**config.mk**
```make
export PLATFORM = sky130hd
export DESIGN_NAME = peak_level_centroid_two_bands_unit
export DESIGN_NICKNAME = d
export VERILOG_FILES = /design/src/rtl/plc2_pkg.sv /design/src/rtl/plc2_front.sv /design/src/rtl/plc2_band.sv /design/src/rtl/peak_level_centroid_two_bands_unit.sv
export SDC_FILE = /design/constraint.sdc
export NUM_CORES = 1
export LEC_CHECK = 0
export BUFFER_PORTS_ARGS = -buffer_cell sky130_fd_sc_hd__buf_2
export CORE_MARGIN = 2
export CORE_UTILIZATION = 40
export DETAILED_ROUTE_END_ITERATION = 7
export PLACE_DENSITY = 0.6
export SYNTH_ARGS = -nofsm -noshare
export SYNTH_HDL_FRONTEND = slang
export SYNTH_SLANG_ARGS = --single-unit
```
**constraint.sdc**
```tcl
create_clock -name clk -period 6.65 [get_ports clk]
set_input_delay 0.665 -clock clk [delete_from_list [all_inputs] [get_ports clk]]
set_output_delay 0.665 -clock clk [all_outputs]
set_load 0.1 [all_outputs]
```
**src/rtl/plc2_pkg.sv**
```systemverilog
// Shared types, constants and helpers of the peak-level centroid unit.
// No dependencies.
package plc2_pkg;

  localparam int MAX_DIM = 4096;
  localparam int POS_W   = $clog2(MAX_DIM);
  localparam int DIM_W   = $clog2(MAX_DIM + 1);
  localparam int CFG_W   = 13;
  localparam int EXT_W   = (CFG_W > DIM_W) ? CFG_W : DIM_W;

  localparam int PIX_W   = 32;
  localparam int LVL_W   = 5;
  localparam int CNT_W   = 25;
  localparam int SUM_W   = 37;
  localparam int OSUM_W  = 36;

  localparam logic [PIX_W-1:0] MARK_FLOOR = 32'hFF01_0000;
  localparam logic [PIX_W-1:0] HIGH_FLOOR = 32'hFF80_0000;

  localparam int CFG_IDX_W = 1;
  localparam logic [CFG_IDX_W-1:0] REG_FRAME_WIDTH  = 1'd0;
  localparam logic [CFG_IDX_W-1:0] REG_FRAME_HEIGHT = 1'd1;

  localparam logic [CFG_W-1:0] WIDTH_RESET  = 13'd640;
  localparam logic [CFG_W-1:0] HEIGHT_RESET = 13'd480;

  // One decoded pixel with its position, held between the two stages.
  typedef struct packed {
    logic             mark;
    logic             high;
    logic [LVL_W-1:0] level;
    logic [POS_W-1:0] col;
    logic [POS_W-1:0] row_up;
    logic             frame_end;
  } s1_t;

  // Totals of one band as they leave the block.
  typedef struct packed {
    logic [CNT_W-1:0]  count;
    logic [OSUM_W-1:0] sum_x;
    logic [OSUM_W-1:0] sum_y;
    logic [LVL_W-1:0]  level;
  } tot_t;

  // A zero dimension counts as one, anything above MAX_DIM as MAX_DIM.
  function automatic logic [DIM_W-1:0] clamp_dim(input logic [CFG_W-1:0] v);
    logic [EXT_W-1:0] ve;
    ve = EXT_W'(v);
    if (ve == '0) begin
      return DIM_W'(1);
    end else if (ve > EXT_W'(MAX_DIM)) begin
      return DIM_W'(MAX_DIM);
    end
    return DIM_W'(ve);
  endfunction

endpackage

```
**src/rtl/plc2_front.sv**
```systemverilog
// Input stage of the peak-level centroid unit: geometry registers, raster
// position counters, pixel decode and the stage register. Uses plc2_pkg.
module plc2_front (
  input  logic                           clk,
  input  logic                           rst_n,
  input  logic                           cfg_wr_en,
  input  logic [plc2_pkg::CFG_IDX_W-1:0] cfg_index,
  input  logic [plc2_pkg::CFG_W-1:0]     cfg_wdata,
  input  logic                           in_valid,
  output logic                           in_ready,
  input  logic [plc2_pkg::PIX_W-1:0]     in_pixel,
  input  logic                           s1_go,
  output logic                           s1_valid,
  output plc2_pkg::s1_t                  s1_word
);
  import plc2_pkg::*;

  logic [CFG_W-1:0] width_r, height_r;
  logic [POS_W-1:0] col_r, col_nxt, row_r, row_nxt;
  logic             s1_valid_r;
  s1_t              s1_r, s1_nxt;
  logic [DIM_W-1:0] w, h;
  logic             accept, row_end, last_row;
  logic [LVL_W-1:0] lvl_a, lvl_b;

  always_ff @(posedge clk) begin
    if (!rst_n) begin
      width_r  <= WIDTH_RESET;
      height_r <= HEIGHT_RESET;
    end else if (cfg_wr_en) begin
      unique case (cfg_index)
        REG_FRAME_WIDTH:  width_r  <= cfg_wdata;
        REG_FRAME_HEIGHT: height_r <= cfg_wdata;
        default: ;
      endcase
    end
  end

  assign w        = clamp_dim(width_r);
  assign h        = clamp_dim(height_r);
  assign in_ready = !s1_valid_r || s1_go;
  assign accept   = in_valid && in_ready;

  // Counters left past a shrunken geometry still end the row or frame.
  assign row_end  = (DIM_W'(col_r) + DIM_W'(1)) >= w;
  assign last_row = (DIM_W'(row_r) + DIM_W'(1)) >= h;
  assign lvl_a    = in_pixel[7:3];
  assign lvl_b    = in_pixel[15:11];

  always_comb begin
    col_nxt = col_r;
    row_nxt = row_r;
    if (!row_end) begin
      col_nxt = col_r + POS_W'(1);
    end else begin
      col_nxt = '0;
      row_nxt = last_row ? '0 : row_r + POS_W'(1);
    end

    s1_nxt.mark      = in_pixel >= MARK_FLOOR;
    s1_nxt.high      = in_pixel >= HIGH_FLOOR;
    s1_nxt.level     = (lvl_a > lvl_b) ? lvl_a : lvl_b;
    s1_nxt.col       = col_r;
    s1_nxt.row_up    = (DIM_W'(row_r) < h) ? POS_W'(h - DIM_W'(1) - DIM_W'(row_r)) : '0;
    s1_nxt.frame_end = row_end && last_row;
  end

  always_ff @(posedge clk) begin
    if (!rst_n) begin
      col_r      <= '0;
      row_r      <= '0;
      s1_valid_r <= 1'b0;
    end else begin
      if (accept) begin
        col_r <= col_nxt;
        row_r <= row_nxt;
      end
      if (accept) begin
        s1_valid_r <= 1'b1;
      end else if (s1_go) begin
        s1_valid_r <= 1'b0;
      end
    end
  end

  always_ff @(posedge clk) begin
    if (accept) begin
      s1_r <= s1_nxt;
    end
  end

  assign s1_valid = s1_valid_r;
  assign s1_word  = s1_r;

endmodule

```
**src/rtl/plc2_band.sv**
```systemverilog
// Peak level, count and position sums of one band.
// Uses plc2_pkg; instantiated once per band by the top level.
module plc2_band (
  input  logic                       clk,
  input  logic                       rst_n,
  input  logic                       en,
  input  logic                       hit,
  input  logic                       flush,
  input  logic [plc2_pkg::LVL_W-1:0] level,
  input  logic [plc2_pkg::POS_W-1:0] col,
  input  logic [plc2_pkg::POS_W-1:0] row_up,
  output plc2_pkg::tot_t             tot
);
  import plc2_pkg::*;

  logic [LVL_W-1:0] peak_r, peak_nxt;
  logic [CNT_W-1:0] tally_r, tally_nxt;
  logic [SUM_W-1:0] xsum_r, xsum_nxt, ysum_r, ysum_nxt;
  logic             raise, take;

  // A higher level restarts the band; the pixel then counts at the new peak.
  assign raise = hit && (level > peak_r);
  assign take  = hit && (level >= peak_r);

  always_comb begin
    peak_nxt  = raise ? level : peak_r;
    tally_nxt = raise ? '0 : tally_r;
    xsum_nxt  = raise ? '0 : xsum_r;
    ysum_nxt  = raise ? '0 : ysum_r;
    if (take) begin
      tally_nxt = tally_nxt + CNT_W'(1);
      xsum_nxt  = xsum_nxt + SUM_W'(col);
      ysum_nxt  = ysum_nxt + SUM_W'(row_up);
    end
  end

  always_ff @(posedge clk) begin
    if (!rst_n) begin
      peak_r  <= LVL_W'(1);
      tally_r <= '0;
      xsum_r  <= '0;
      ysum_r  <= '0;
    end else if (en) begin
      if (flush) begin
        peak_r  <= LVL_W'(1);
        tally_r <= '0;
        xsum_r  <= '0;
        ysum_r  <= '0;
      end else begin
        peak_r  <= peak_nxt;
        tally_r <= tally_nxt;
        xsum_r  <= xsum_nxt;
        ysum_r  <= ysum_nxt;
      end
    end
  end

  assign tot.count = tally_nxt;
  assign tot.sum_x = xsum_nxt[OSUM_W-1:0];
  assign tot.sum_y = ysum_nxt[OSUM_W-1:0];
  assign tot.level = peak_nxt;

endmodule

```
**src/rtl/peak_level_centroid_two_bands_unit.sv**
```systemverilog
// Top level of the two-band peak-level centroid unit.
// Uses plc2_pkg, plc2_front and plc2_band.
//
// Takes one 32-bit pixel per clock in raster order and, after the last pixel
// of each frame, delivers one word with each band's peak level, the count of
// pixels at that level and the sums of their columns and bottom-up rows.
// Every pixel passes an input stage register and one accumulate stage, and a
// frame's word is registered once its last pixel leaves the input stage; a held
// result word stalls intake only when the next frame also ends before it is
// taken. Frame size comes from frame_width and frame_height (reset 640 by
// 480, zero read as one, capped at 4096) and should be written between frames.
module peak_level_centroid_two_bands_unit (
  input  logic                           clk,
  input  logic                           rst_n,
  input  logic                           cfg_wr_en,
  input  logic [plc2_pkg::CFG_IDX_W-1:0] cfg_index,
  input  logic [plc2_pkg::CFG_W-1:0]     cfg_wdata,
  input  logic                           in_valid,
  output logic                           in_ready,
  input  logic [plc2_pkg::PIX_W-1:0]     in_pixel,
  output logic                           out_valid,
  input  logic                           out_ready,
  output logic [plc2_pkg::CNT_W-1:0]     out_low_count,
  output logic [plc2_pkg::OSUM_W-1:0]    out_low_sum_x,
  output logic [plc2_pkg::OSUM_W-1:0]    out_low_sum_y,
  output logic [plc2_pkg::LVL_W-1:0]     out_low_level,
  output logic [plc2_pkg::CNT_W-1:0]     out_high_count,
  output logic [plc2_pkg::OSUM_W-1:0]    out_high_sum_x,
  output logic [plc2_pkg::OSUM_W-1:0]    out_high_sum_y,
  output logic [plc2_pkg::LVL_W-1:0]     out_high_level
);
  import plc2_pkg::*;

  logic s1_valid, s1_go, emit, out_valid_r;
  s1_t  s1_word;
  tot_t low_tot, high_tot, low_r, high_r;

  // Only a frame-ending word has to wait for room in the result register.
  assign s1_go = s1_valid && !(s1_word.frame_end && out_valid_r && !out_ready);
  assign emit  = s1_go && s1_word.frame_end;

  plc2_front u_front (
    .clk       (clk),
    .rst_n     (rst_n),
    .cfg_wr_en (cfg_wr_en),
    .cfg_index (cfg_index),
    .cfg_wdata (cfg_wdata),
    .in_valid  (in_valid),
    .in_ready  (in_ready),
    .in_pixel  (in_pixel),
    .s1_go     (s1_go),
    .s1_valid  (s1_valid),
    .s1_word   (s1_word)
  );

  plc2_band u_low (
    .clk    (clk),
    .rst_n  (rst_n),
    .en     (s1_go),
    .hit    (s1_word.mark && !s1_word.high),
    .flush  (s1_word.frame_end),
    .level  (s1_word.level),
    .col    (s1_word.col),
    .row_up (s1_word.row_up),
    .tot    (low_tot)
  );

  plc2_band u_high (
    .clk    (clk),
    .rst_n  (rst_n),
    .en     (s1_go),
    .hit    (s1_word.mark && s1_word.high),
    .flush  (s1_word.frame_end),
    .level  (s1_word.level),
    .col    (s1_word.col),
    .row_up (s1_word.row_up),
    .tot    (high_tot)
  );

  always_ff @(posedge clk) begin
    if (!rst_n) begin
      out_valid_r <= 1'b0;
    end else if (emit) begin
      out_valid_r <= 1'b1;
    end else if (out_ready) begin
      out_valid_r <= 1'b0;
    end
  end

  always_ff @(posedge clk) begin
    if (emit) begin
      low_r  <= low_tot;
      high_r <= high_tot;
    end
  end

  assign out_valid      = out_valid_r;
  assign out_low_count  = low_r.count;
  assign out_low_sum_x  = low_r.sum_x;
  assign out_low_sum_y  = low_r.sum_y;
  assign out_low_level  = low_r.level;
  assign out_high_count = high_r.count;
  assign out_high_sum_x = high_r.sum_x;
  assign out_high_sum_y = high_r.sum_y;
  assign out_high_level = high_r.level;

endmodule

```
==> results of run 1 <==
[worst max-delay path by stage]
stage / from / end / slack (ns)
floorplan: out_valid$_SDFFE_PN0P_ / out_high_count[0]$_DFFE_PP_ / 0.32
global placement: u_front.s1_word[28]$_DFFE_PP_ / out_low_sum_x[27]$_DFFE_PP_ / 1.38
detailed placement: u_front.s1_word[28]$_DFFE_PP_ / out_low_sum_x[27]$_DFFE_PP_ / 1.35
CTS: u_front.s1_word[28]$_DFFE_PP_ / out_low_sum_x[27]$_DFFE_PP_ / 1.33
global route: u_front.s1_word[28]$_DFFE_PP_ / out_low_sum_x[27]$_DFFE_PP_ / 1.03
finish: u_front.s1_word[28]$_DFFE_PP_ / out_low_sum_x[27]$_DFFE_PP_ / 1.31
[metal layers]
layer	vias to the layer above	global-route usage [%]
li1	11246	-
met1	11260	29.3
met2	753	36.1
met3	154	2.93
met4	0	9.00
met5	-	0
[final cells by class]
type | instances | share of cell area, %
repair buffers | 284 | 4.89
clock inverters | 33 | 1.27
flip-flops and latches | 492 | 39.3
well taps | 873 | 3.52
inverters | 93 | 1.13
multi-input cells | 2256 | 45.1
clock buffers | 69 | 4.76
diodes | 1 | 0.00806
[power by group]
group          internal, W  switching, W  total (W)
sequential         0.00322     0.0000771    0.00330
combinational     0.000167      0.000503   0.000670
clock              0.00188       0.00127    0.00315
[per-stage QoR]
step	hold WS [ns]	util, %
final	0.291	46.2
after global routing	0.285	46.2
after CTS	0.260	46.2
after detailed placement	0.450	43.4
after global placement	0.439	43.4
after floorplan	0.429	-
[tightest hold or removal path, stage by stage]
cell and delay [ns]:
buf_2 0.09, nand2_1 0.05, nand3_1 0.06
[kinds of logic (layout without fill, tap and decap cells)]
logic type               count (synthesis)  after routing
multiplexers                            18             18
XOR/XNOR                               214            214
buffers and inverters                  262            479
AND/OR/NAND/NOR                       1171           1171
AO/OA/AOI/OAI                          739            739
adder cells (fa/ha/maj)                114            114
other                                    0              1
flip-flops                             492            492
[Yosys cell counts, types with 43 or more instances]
cell      instances  area share [%]
xor2_1           95             3.1
edfxtp_1        236              26
ha_1             96             4.4
and3_1           65             1.5
and2_1           56             1.3
dfxtp_1         256              19
o21ai_0         192             3.5
a21oi_1         173             3.2
nor2_1          230             3.2
nand2_1         461             6.4
nor3_1           43            0.79
xnor2_1         119             3.8
inv_1            91             1.3
a22oi_1          52             1.4
nand3_1         126             2.3
clkbuf_1        136             1.9
nand4_1          46             1.1
[flip-flops by register name (all words and copies together) (netlist names), 12 cells and up]
name,count
u_front.col_r,12
u_low.xsum_r,36
u_front.row_r,12
out_low_sum_y,36
out_low_count,25
out_low_sum_x,36
out_high_count,25
out_high_sum_y,36
u_high.tally_r,25
u_low.ysum_r,36
u_front.height_r,13
u_high.ysum_r,36
u_front.width_r,13
u_high.xsum_r,36
u_low.tally_r,25
out_high_sum_x,36
u_front.s1_word,32
==> flow_summary.yaml, run 1 <==
setup_path:
  cp_slowest_cell: "buf_4"
  reg2reg_from: "u_front.s1_word[28]$_DFFE_PP_"
  crit_cells: 15
  cp-end-kind: "flip-flop"
  crit_required_ns: 7.02
  reg2reg_depth: 15
  arrival_ns: 5.71
  r2r_end: "out_low_sum_x[27]$_DFFE_PP_"
  worstPathMaxFanout: 60
  cp-start-kind: "flip-flop"
  r2r_slack_ns: 1.31
  path_class: "flip-flop to flip-flop"
  path_buf_inv: 1
  crit_family: "simple AND/OR/NAND/NOR gates"
  slowest_delay_ns: 0.65
  crit_chain: "ha_1, and4_4, a21o_1, o21ai_4, buf_4, and2_1, ha_1, a21oi_1, nand2b_1, or2_2, a2111oi_0, nor2_1, nand4_1, nor2_1, xnor2_1"
synth:
  synthSimpleGateAreaFrac_pct: 20.4
  synth-main-ff-cell: "dfxtp_1"
  yosys_warnings: 0
  synthMuxAreaShare_pct: 0.677
  synth_compound_area_share_pct: 18.0
  ys_ff_latch: 492
  syn_area_per_cell_sq_um: 9.02
  synth_top_family_by_area: "simple AND/OR/NAND/NOR gates"
  yosysSeqAreaShare_pct: 45.0
  syn_inst: 3010
  syn_nets: 3162
  synth_xor_area_share_pct: 6.90
  async_reset_ff_share_pct: 0
  syn_area_sq_um: 27100
  yosys.area_share.adder_pct: 5.27
  synth_edf_count: 236
  synth.distinct_cells: 94
sta:
  maxSlewHeadroom_pct: 24.7
  final.setup.worst_slack_ns: 1.31
  rsz0062_at_grt: "no"
  worst_pin_slew_ns: 1.10
  tns_ns: 0
  report.final.setup_viol: 0
  fin_crit_sh_pct: 80.3
  finalMaxSlewViolations: 0
  min_period_ns: 5.34
  clock.fmax_mhz: 187
  finClkSkew_ns: 0.0211
  hold_viol: 0
route:
  final_antenna_net_count: 0
  dr_wl_met3_mm: 4.71
  top_layer: "met4"
  met1_length_mm: 34.8
  drtIter0Drc: 2099
  routedWlPerCell_um: 19.5
  met2WireLength_mm: 37.0
  via_per_inst: 5.71
  firstDrtPassIters: 5
  via_count: 23413
  drc: 0
  finalWirelength_mm: 79.8
final_layout:
  nNetsFinal: 3333
  ff_latch_area_sq_um: 12200
  fin_area_sq_um: 31000
  finalNonFillerCells: 4101
  drive_gt1_share_pct: 13.8
  most-common-layout-cells: "nand2_1, dfxtp_1, buf_2, edfxtp_1, nor2_1"
  syn_to_final_growth_pct: 14.3
  fillCellCount: 6351
  layout_commonest_cell: "nand2_1"
  multi_input_area_sq_um: 14000
clock_tree:
  cts_root_buf: "clkbuf_16"
  cts_buffers: 54
  post_cts_resized: 0
  clock_latency_ns: 0.62
  cts_max_level: 2
  postCtsSetupBuffers: 0
  path_clk_slew_ns: 0.06
  clockBufferDepth: 3
  ctsHoldBuffers: 0
  cts.sinks: 492
  cts_tree: "built"
min_path:
  holdCritStartpoint: "cfg_wdata[9]"
  whs_path_depth: 3
  holdPathEnd: "u_front.width_r[9]$_SDFFE_PN1P_"
  min_path_type: "primary input to flip-flop"
placement:
  place_area_sq_um: 29200
  place_congestion: 0.874
  placed_cells: 3998
  dp_slack_ns: 1.35
  portBuffers: 250
  dp_hpwl_mm: 56.1
power:
  power_w: 0.00712
  power.static_leakage_nw: 11.2
  max-vdd-ir-drop_mv: 0.193
  p_per_area_nw_per_um2: 229
run_status:
  status: "complete, no violations"
global_route:
  grt_overflow: 0
  track_usage_pct: 22.0
  grt_max_degree: 95
  grt_pass1_vias: 22177
  grt_first_pass_wirelength_mm: 123
  antenna_found_initial: 3
floorplanning:
  dieHeight_um: 265
  rows: 95
  die_area_sq_um: 70000
  initial_utilization_pct: 40.4
  core-area_sq_um: 67200
  num_io_pins: 257
  die_w_um: 265
flow_run:
  max_cap_violations: 0
No activity file was read; power rests on OpenSTA's default activity.
==> inputs of run 2 (changes only) <==
PLACE_DENSITY = 0.62   (was 0.6)
clock period = 4.3 ns   (was 6.65 ns; I/O delays follow)
==> run 2 against run 1 <==
  * Global-route usage is 0.25 points lower
  * Combinational power grew 67%
  * Routed wire length down 1.0%
  * Hold slack worse by 0.23 ns
  * Clock skew decreased by 0.00069 ns
  * Cell area is 5.0% higher
  * Critical path depth is 3 higher
  * Clock power increased by 55%
  * Total power increased by 56%
  * First-iteration DRC count is 12% lower
  * Sequential cell count unchanged
  * Sequential share of layout area down 1.9 points
==> flow_summary.yaml, run 2 (synthesis gave the netlist of run 1 again) <==
clock_tree:
  cts_root_buf: "clkbuf_16"
  clockBufferDepth: 3
  cts_tree: "built"
  cts.sinks: 492
  path_clk_slew_ns: 0.06
  cts_buffers: 54
  clock_latency_ns: 0.63
  cts_max_level: 2
global_route:
  antenna_found_initial: 1
  grt_max_degree: 132
  grt_overflow: 0
  grt_first_pass_wirelength_mm: 121
  track_usage_pct: 21.7
  grt_pass1_vias: 21148
final_layout:
  nNetsFinal: 3436
  finalNonFillerCells: 4204
  most-common-layout-cells: "nand2_1, dfxtp_1, buf_2, edfxtp_1, nor2_1"
  syn_to_final_growth_pct: 20.1
  layout_commonest_cell: "nand2_1"
  final_util_pct: 48.5
  drive_gt1_share_pct: 19.5
run_status:
  status: "complete, no violations"
floorplanning:
  die_w_um: 265
  initial_utilization_pct: 40.4
  dieHeight_um: 265
  die_area_sq_um: 70000
  num_io_pins: 257
  core-area_sq_um: 67200
  rows: 95
route:
  finalWirelength_mm: 79.0
  via_count: 23291
  firstDrtPassIters: 7
  drtIter0Drc: 1842
  final_antenna_net_count: 0
  via_per_inst: 5.54
  drc: 0
  routedWlPerCell_um: 18.8
sta:
  rsz0062_at_grt: "yes"
  finalMaxSlewViolations: 0
  worst_pin_slew_ns: 0.948
  finClkSkew_ns: 0.0204
  report.final.setup_viol: 0
  clock.fmax_mhz: 233
  min_period_ns: 4.29
  final.setup.worst_slack_ns: 0.00717
  fin_crit_sh_pct: 99.8
  maxSlewHeadroom_pct: 36.8
  hold_viol: 0
setup_path:
  cp-start-kind: "flip-flop"
  path_class: "flip-flop to flip-flop"
  worstPathMaxFanout: 10
  crit_required_ns: 4.67
  arrival_ns: 4.66
  cp-end-kind: "flip-flop"
power:
  p_per_area_nw_per_um2: 340
  max-vdd-ir-drop_mv: 0.299
  power_w: 0.0111
  p_clk_share_pct: 43.9
  p_int_w: 0.00808
  seqPwrFrac_pct: 45.9
  p_sw_w: 0.00300
  p_sw_share_pct: 27.0
  power.static_leakage_nw: 11.9
  p_comb_share_pct: 10.1
placement:
  dp_slack_ns: -0.0776
  place_congestion: 0.891
  dp_hpwl_mm: 55.7
  portBuffers: 250
  placed_cells: 4081
flow_run:
  max_cap_violations: 0
min_path:
  min_path_type: "primary input to flip-flop"
## run 2: per-stage QoR
step	setup TNS (ns)	hold slack [ns]	area (sq um)
4_1_cts	-0.0168	0.0297	32200
3_5_place_dp	-0.320	0.451	30300
6_report	0	0.0603	32600
3_3_place_gp	-0.0150	0.440	30300
5_1_grt	-6.43	0.0488	32600
2_1_floorplan	-10.97	0.429	27700
## run 2: critical path: stages (launching register included)
cell and delay (ns):
edfxtp_1 0.46, ha_1 0.35, and4_4 0.23, a21o_1 0.22, o21ai_4 0.24, buf_4 0.15, and2_1 0.11, ha_1 0.26
a311o_1 0.36, a211oi_2 0.33, buf_4 0.17, nor4_2 0.05, a2111oi_2 0.33, buf_4 0.17, nor2_1 0.04, buf_4 0.19
buf_4 0.15, nand4_1 0.13, xor2_1 0.08
## run 2: path summary, 6_finish.rpt
check | cells past startpoint | startpoint | slack, ns | endpoint
worst max-delay path | 18 | u_front.s1_word[28]$_DFFE_PP_ | 0.007 | out_low_sum_x[29]$_DFFE_PP_
worst min-delay path | 3 | cfg_wdata[9] | 0.06 | u_front.width_r[9]$_SDFFE_PN1P_
worst max register to register | 18 | u_front.s1_word[28]$_DFFE_PP_ | 0.007 | out_low_sum_x[29]$_DFFE_PP_
worst min register to register | 2 | u_high.ysum_r[35]$_SDFFE_PN0P_ | 0.46 | u_high.ysum_r[35]$_SDFFE_PN0P_
## run 2: power groups by stage
stage	sequential, W	combinational, W	clock [W]
after floorplan	0.00540	0.000563	0
after global placement	0.00519	0.00110	0
after detailed placement	0.00519	0.00110	0
after CTS	0.00509	0.00111	0.00498
after global routing	0.00510	0.00120	0.00515
final	0.00509	0.00112	0.00487
## run 2: cell type report
| type | count | area [sq um] |
|---|---|---|
| clock inverter | 37 | 425 |
| inverter | 93 | 350 |
| tap | 873 | 1090 |
| sequential | 492 | 12200 |
| clock buffer | 65 | 1440 |
| fill | 6287 | 34600 |
| timing repair buffer | 386 | 2400 |
| antenna | 1 | 2.50 |
| multi-input combinational | 2257 | 14700 |
## run 2: what timing repair did
action,in CTS,in global routing
pin swaps,4,18
gates resized for setup,4,42
cloned,0,1
buffers inserted,2,17
hold buffers,0,0
endpoints found under the setup margin,16,125
endpoints found under the hold margin,0,0
## run 2: routing by layer
layer,track usage (%),vias up,share of wire [%]
met2,35.1,646,46
met4,7.19,0,3.1
met3,2.65,131,5.2
met1,30.2,11080,46
met5,0,-,0
li1,-,11434,-
==> inputs of run 3 (changes only) <==
MAX_ROUTING_LAYER = met4   (was unset)
RECOVER_POWER = 100   (was unset)
==> run 3 against run 2 <==
  * The flow now finishes with violations (capacitance limit, slew limit, setup timing)
  * Core utilization rose by 0.35 points
  * Routed wire length is 1.7% higher
  * Clock-buffer cell count stayed put
  * Sequential cell count stayed put
  * Hold slack lost 0.0028 ns
  * Clock power hardly changed
  * Die area unchanged
  * Sequential power about the same
  * Critical path type unchanged
==> flow_summary.yaml, run 3 (synthesis gave the netlist of run 1 again) <==
power:
  p_int_w: 0.00809
  p_sw_share_pct: 27.1
  p_clk_share_pct: 43.9
  p_per_area_nw_per_um2: 338
  power.static_leakage_nw: 11.6
  p_sw_w: 0.00301
  p_comb_share_pct: 10.2
  seqPwrFrac_pct: 45.9
  max-vdd-ir-drop_mv: 0.300
floorplanning:
  initial_utilization_pct: 40.4
  die_area_sq_um: 70000
  num_io_pins: 257
  core-area_sq_um: 67200
  die_w_um: 265
  dieHeight_um: 265
  rows: 95
clock_tree:
  cts.sinks: 492
  cts_max_level: 2
  path_clk_slew_ns: 0.07
  clock_latency_ns: 0.63
  clockBufferDepth: 3
  cts_root_buf: "clkbuf_16"
  ctsHoldBuffers: 0
  cts_tree: "built"
  cts_buffers: 54
sta:
  final.setup.worst_slack_ns: -0.00205
  worst_pin_slew_ns: 3.49
  rsz0062_at_grt: "yes"
  hold_viol: 0
  finClkSkew_ns: 0.0211
  fin_crit_sh_pct: 100
  report.final.setup_viol: 1
  maxSlewHeadroom_pct: -133
  min_period_ns: 4.30
  finalMaxSlewViolations: 285
  clock.fmax_mhz: 232
global_route:
  grt_overflow: 0
  grt_max_degree: 132
  grt_first_pass_wirelength_mm: 121
  antenna_found_initial: 1
  grt_pass1_vias: 21129
  track_usage_pct: 22.4
min_path:
  whs_path_depth: 3
  min_path_type: "primary input to flip-flop"
setup_path:
  path_class: "flip-flop to flip-flop"
  worstPathMaxFanout: 6
  reg2reg_depth: 19
  crit_required_ns: 4.67
  cp-end-kind: "flip-flop"
  cp-start-kind: "flip-flop"
  arrival_ns: 4.67
route:
  drc: 0
  firstDrtPassIters: 6
  via_per_inst: 5.56
  routedWlPerCell_um: 19.0
  via_count: 23546
  drtIter0Drc: 1999
  finalWirelength_mm: 80.3
  final_antenna_net_count: 0
placement:
  dp_hpwl_mm: 55.7
  placed_cells: 4081
  place_congestion: 0.906
  portBuffers: 250
  dp_slack_ns: -0.0776
final_layout:
  fillCellCount: 6329
  drive_gt1_share_pct: 14.8
  most-common-layout-cells: "nand2_1, dfxtp_1, edfxtp_1, nor2_1, clkbuf_1"
  layout_commonest_cell: "nand2_1"
  finalNonFillerCells: 4235
  syn_to_final_growth_pct: 21.0
  nNetsFinal: 3467
run_status:
  status: "complete, but fails checks"
  failed_checks: "capacitance limit, slew limit, setup timing"
flow_run:
  max_cap_violations: 4
[run 3: path summary, 6_finish.rpt]
| check | startpoint | end | slack [ns] |
|---|---|---|---|
| worst max-delay path | u_front.s1_word[28]$_DFFE_PP_ | out_low_sum_x[26]$_DFFE_PP_ | -0.002 |
| worst min-delay path | cfg_wdata[3] | u_front.width_r[3]$_SDFFE_PN0P_ | 0.06 |
| worst max register to register | u_front.s1_word[28]$_DFFE_PP_ | out_low_sum_x[26]$_DFFE_PP_ | -0.002 |
| worst min register to register | u_high.ysum_r[35]$_SDFFE_PN0P_ | u_high.ysum_r[35]$_SDFFE_PN0P_ | 0.46 |
[run 3: area by class of cell]
cell class	count	area, sq um	share of cell area, %
Sequential cell	492	12200	37.2
Timing Repair Buffer	417	2400	7.30
Inverter	93	350	1.07
Tap cell	873	1090	3.33
Multi-Input combinational cell	2257	14900	45.4
Antenna cell	1	2.50	0.00762
Clock inverter	37	425	1.30
Clock buffer	65	1440	4.39
[run 3: timing repair]
| item | in CTS | in global routing |
|---|---|---|
| gates cloned | 0 | 4 |
| gates resized for setup | 4 | 98 |
| setup buffers | 2 | 45 |
| setup endpoints to repair | 16 | 125 |
| pin swaps | 4 | 39 |
[run 3: metal layers]
layer | global-route usage, % | routed length [um] | vias up
met5 | - | 0 | -
met4 | 7.22 | 2450 | 0
met3 | 2.46 | 4010 | 142
met2 | 35.1 | 37100 | 655
met1 | 30.4 | 36800 | 11264
li1 | - | - | 11485
[run 3: stage by stage]
step	utilization, %	area [sq um]	setup TNS [ns]	total power [W]	hold WS (ns)
3_3_place_gp	45.1	30300	-0.0150	0.00629	0.440
5_1_grt	48.9	32800	-4.62	0.0115	0.0489
2_1_floorplan	-	27700	-10.97	0.00596	0.429
4_1_cts	48.0	32200	-0.0168	0.0112	0.0297
6_report	48.9	32800	-0.00205	0.0111	0.0575
3_5_place_dp	45.1	30300	-0.320	0.00630	0.451
[run 3: critical path, stage by stage, from the launching register on]
cell,delay (ns)
edfxtp_1,0.51
ha_4,0.33
and4_4,0.26
a21o_1,0.19
o21ai_4,0.11
buf_6,0.13
and2_4,0.15
ha_4,0.15
fa_2,0.34
a21o_1,0.24
o211ai_1,0.18
o211ai_1,0.13
maj3_2,0.35
nand2_4,0.09
a2111oi_4,0.07
buf_4,0.16
buf_12,0.14
o211ai_1,0.24
xor2_1,0.21
nor2_1,0.06
[run 3: power groups by stage]
| stage | clock [W] | sequential, W | combinational, W |
|---|---|---|---|
| floorplan | 0 | 0.00540 | 0.000563 |
| finish | 0.00487 | 0.00510 | 0.00114 |
| CTS | 0.00498 | 0.00509 | 0.00111 |
| detailed placement | 0 | 0.00519 | 0.00110 |
| global route | 0.00515 | 0.00510 | 0.00122 |
| global placement | 0 | 0.00519 | 0.00110 |
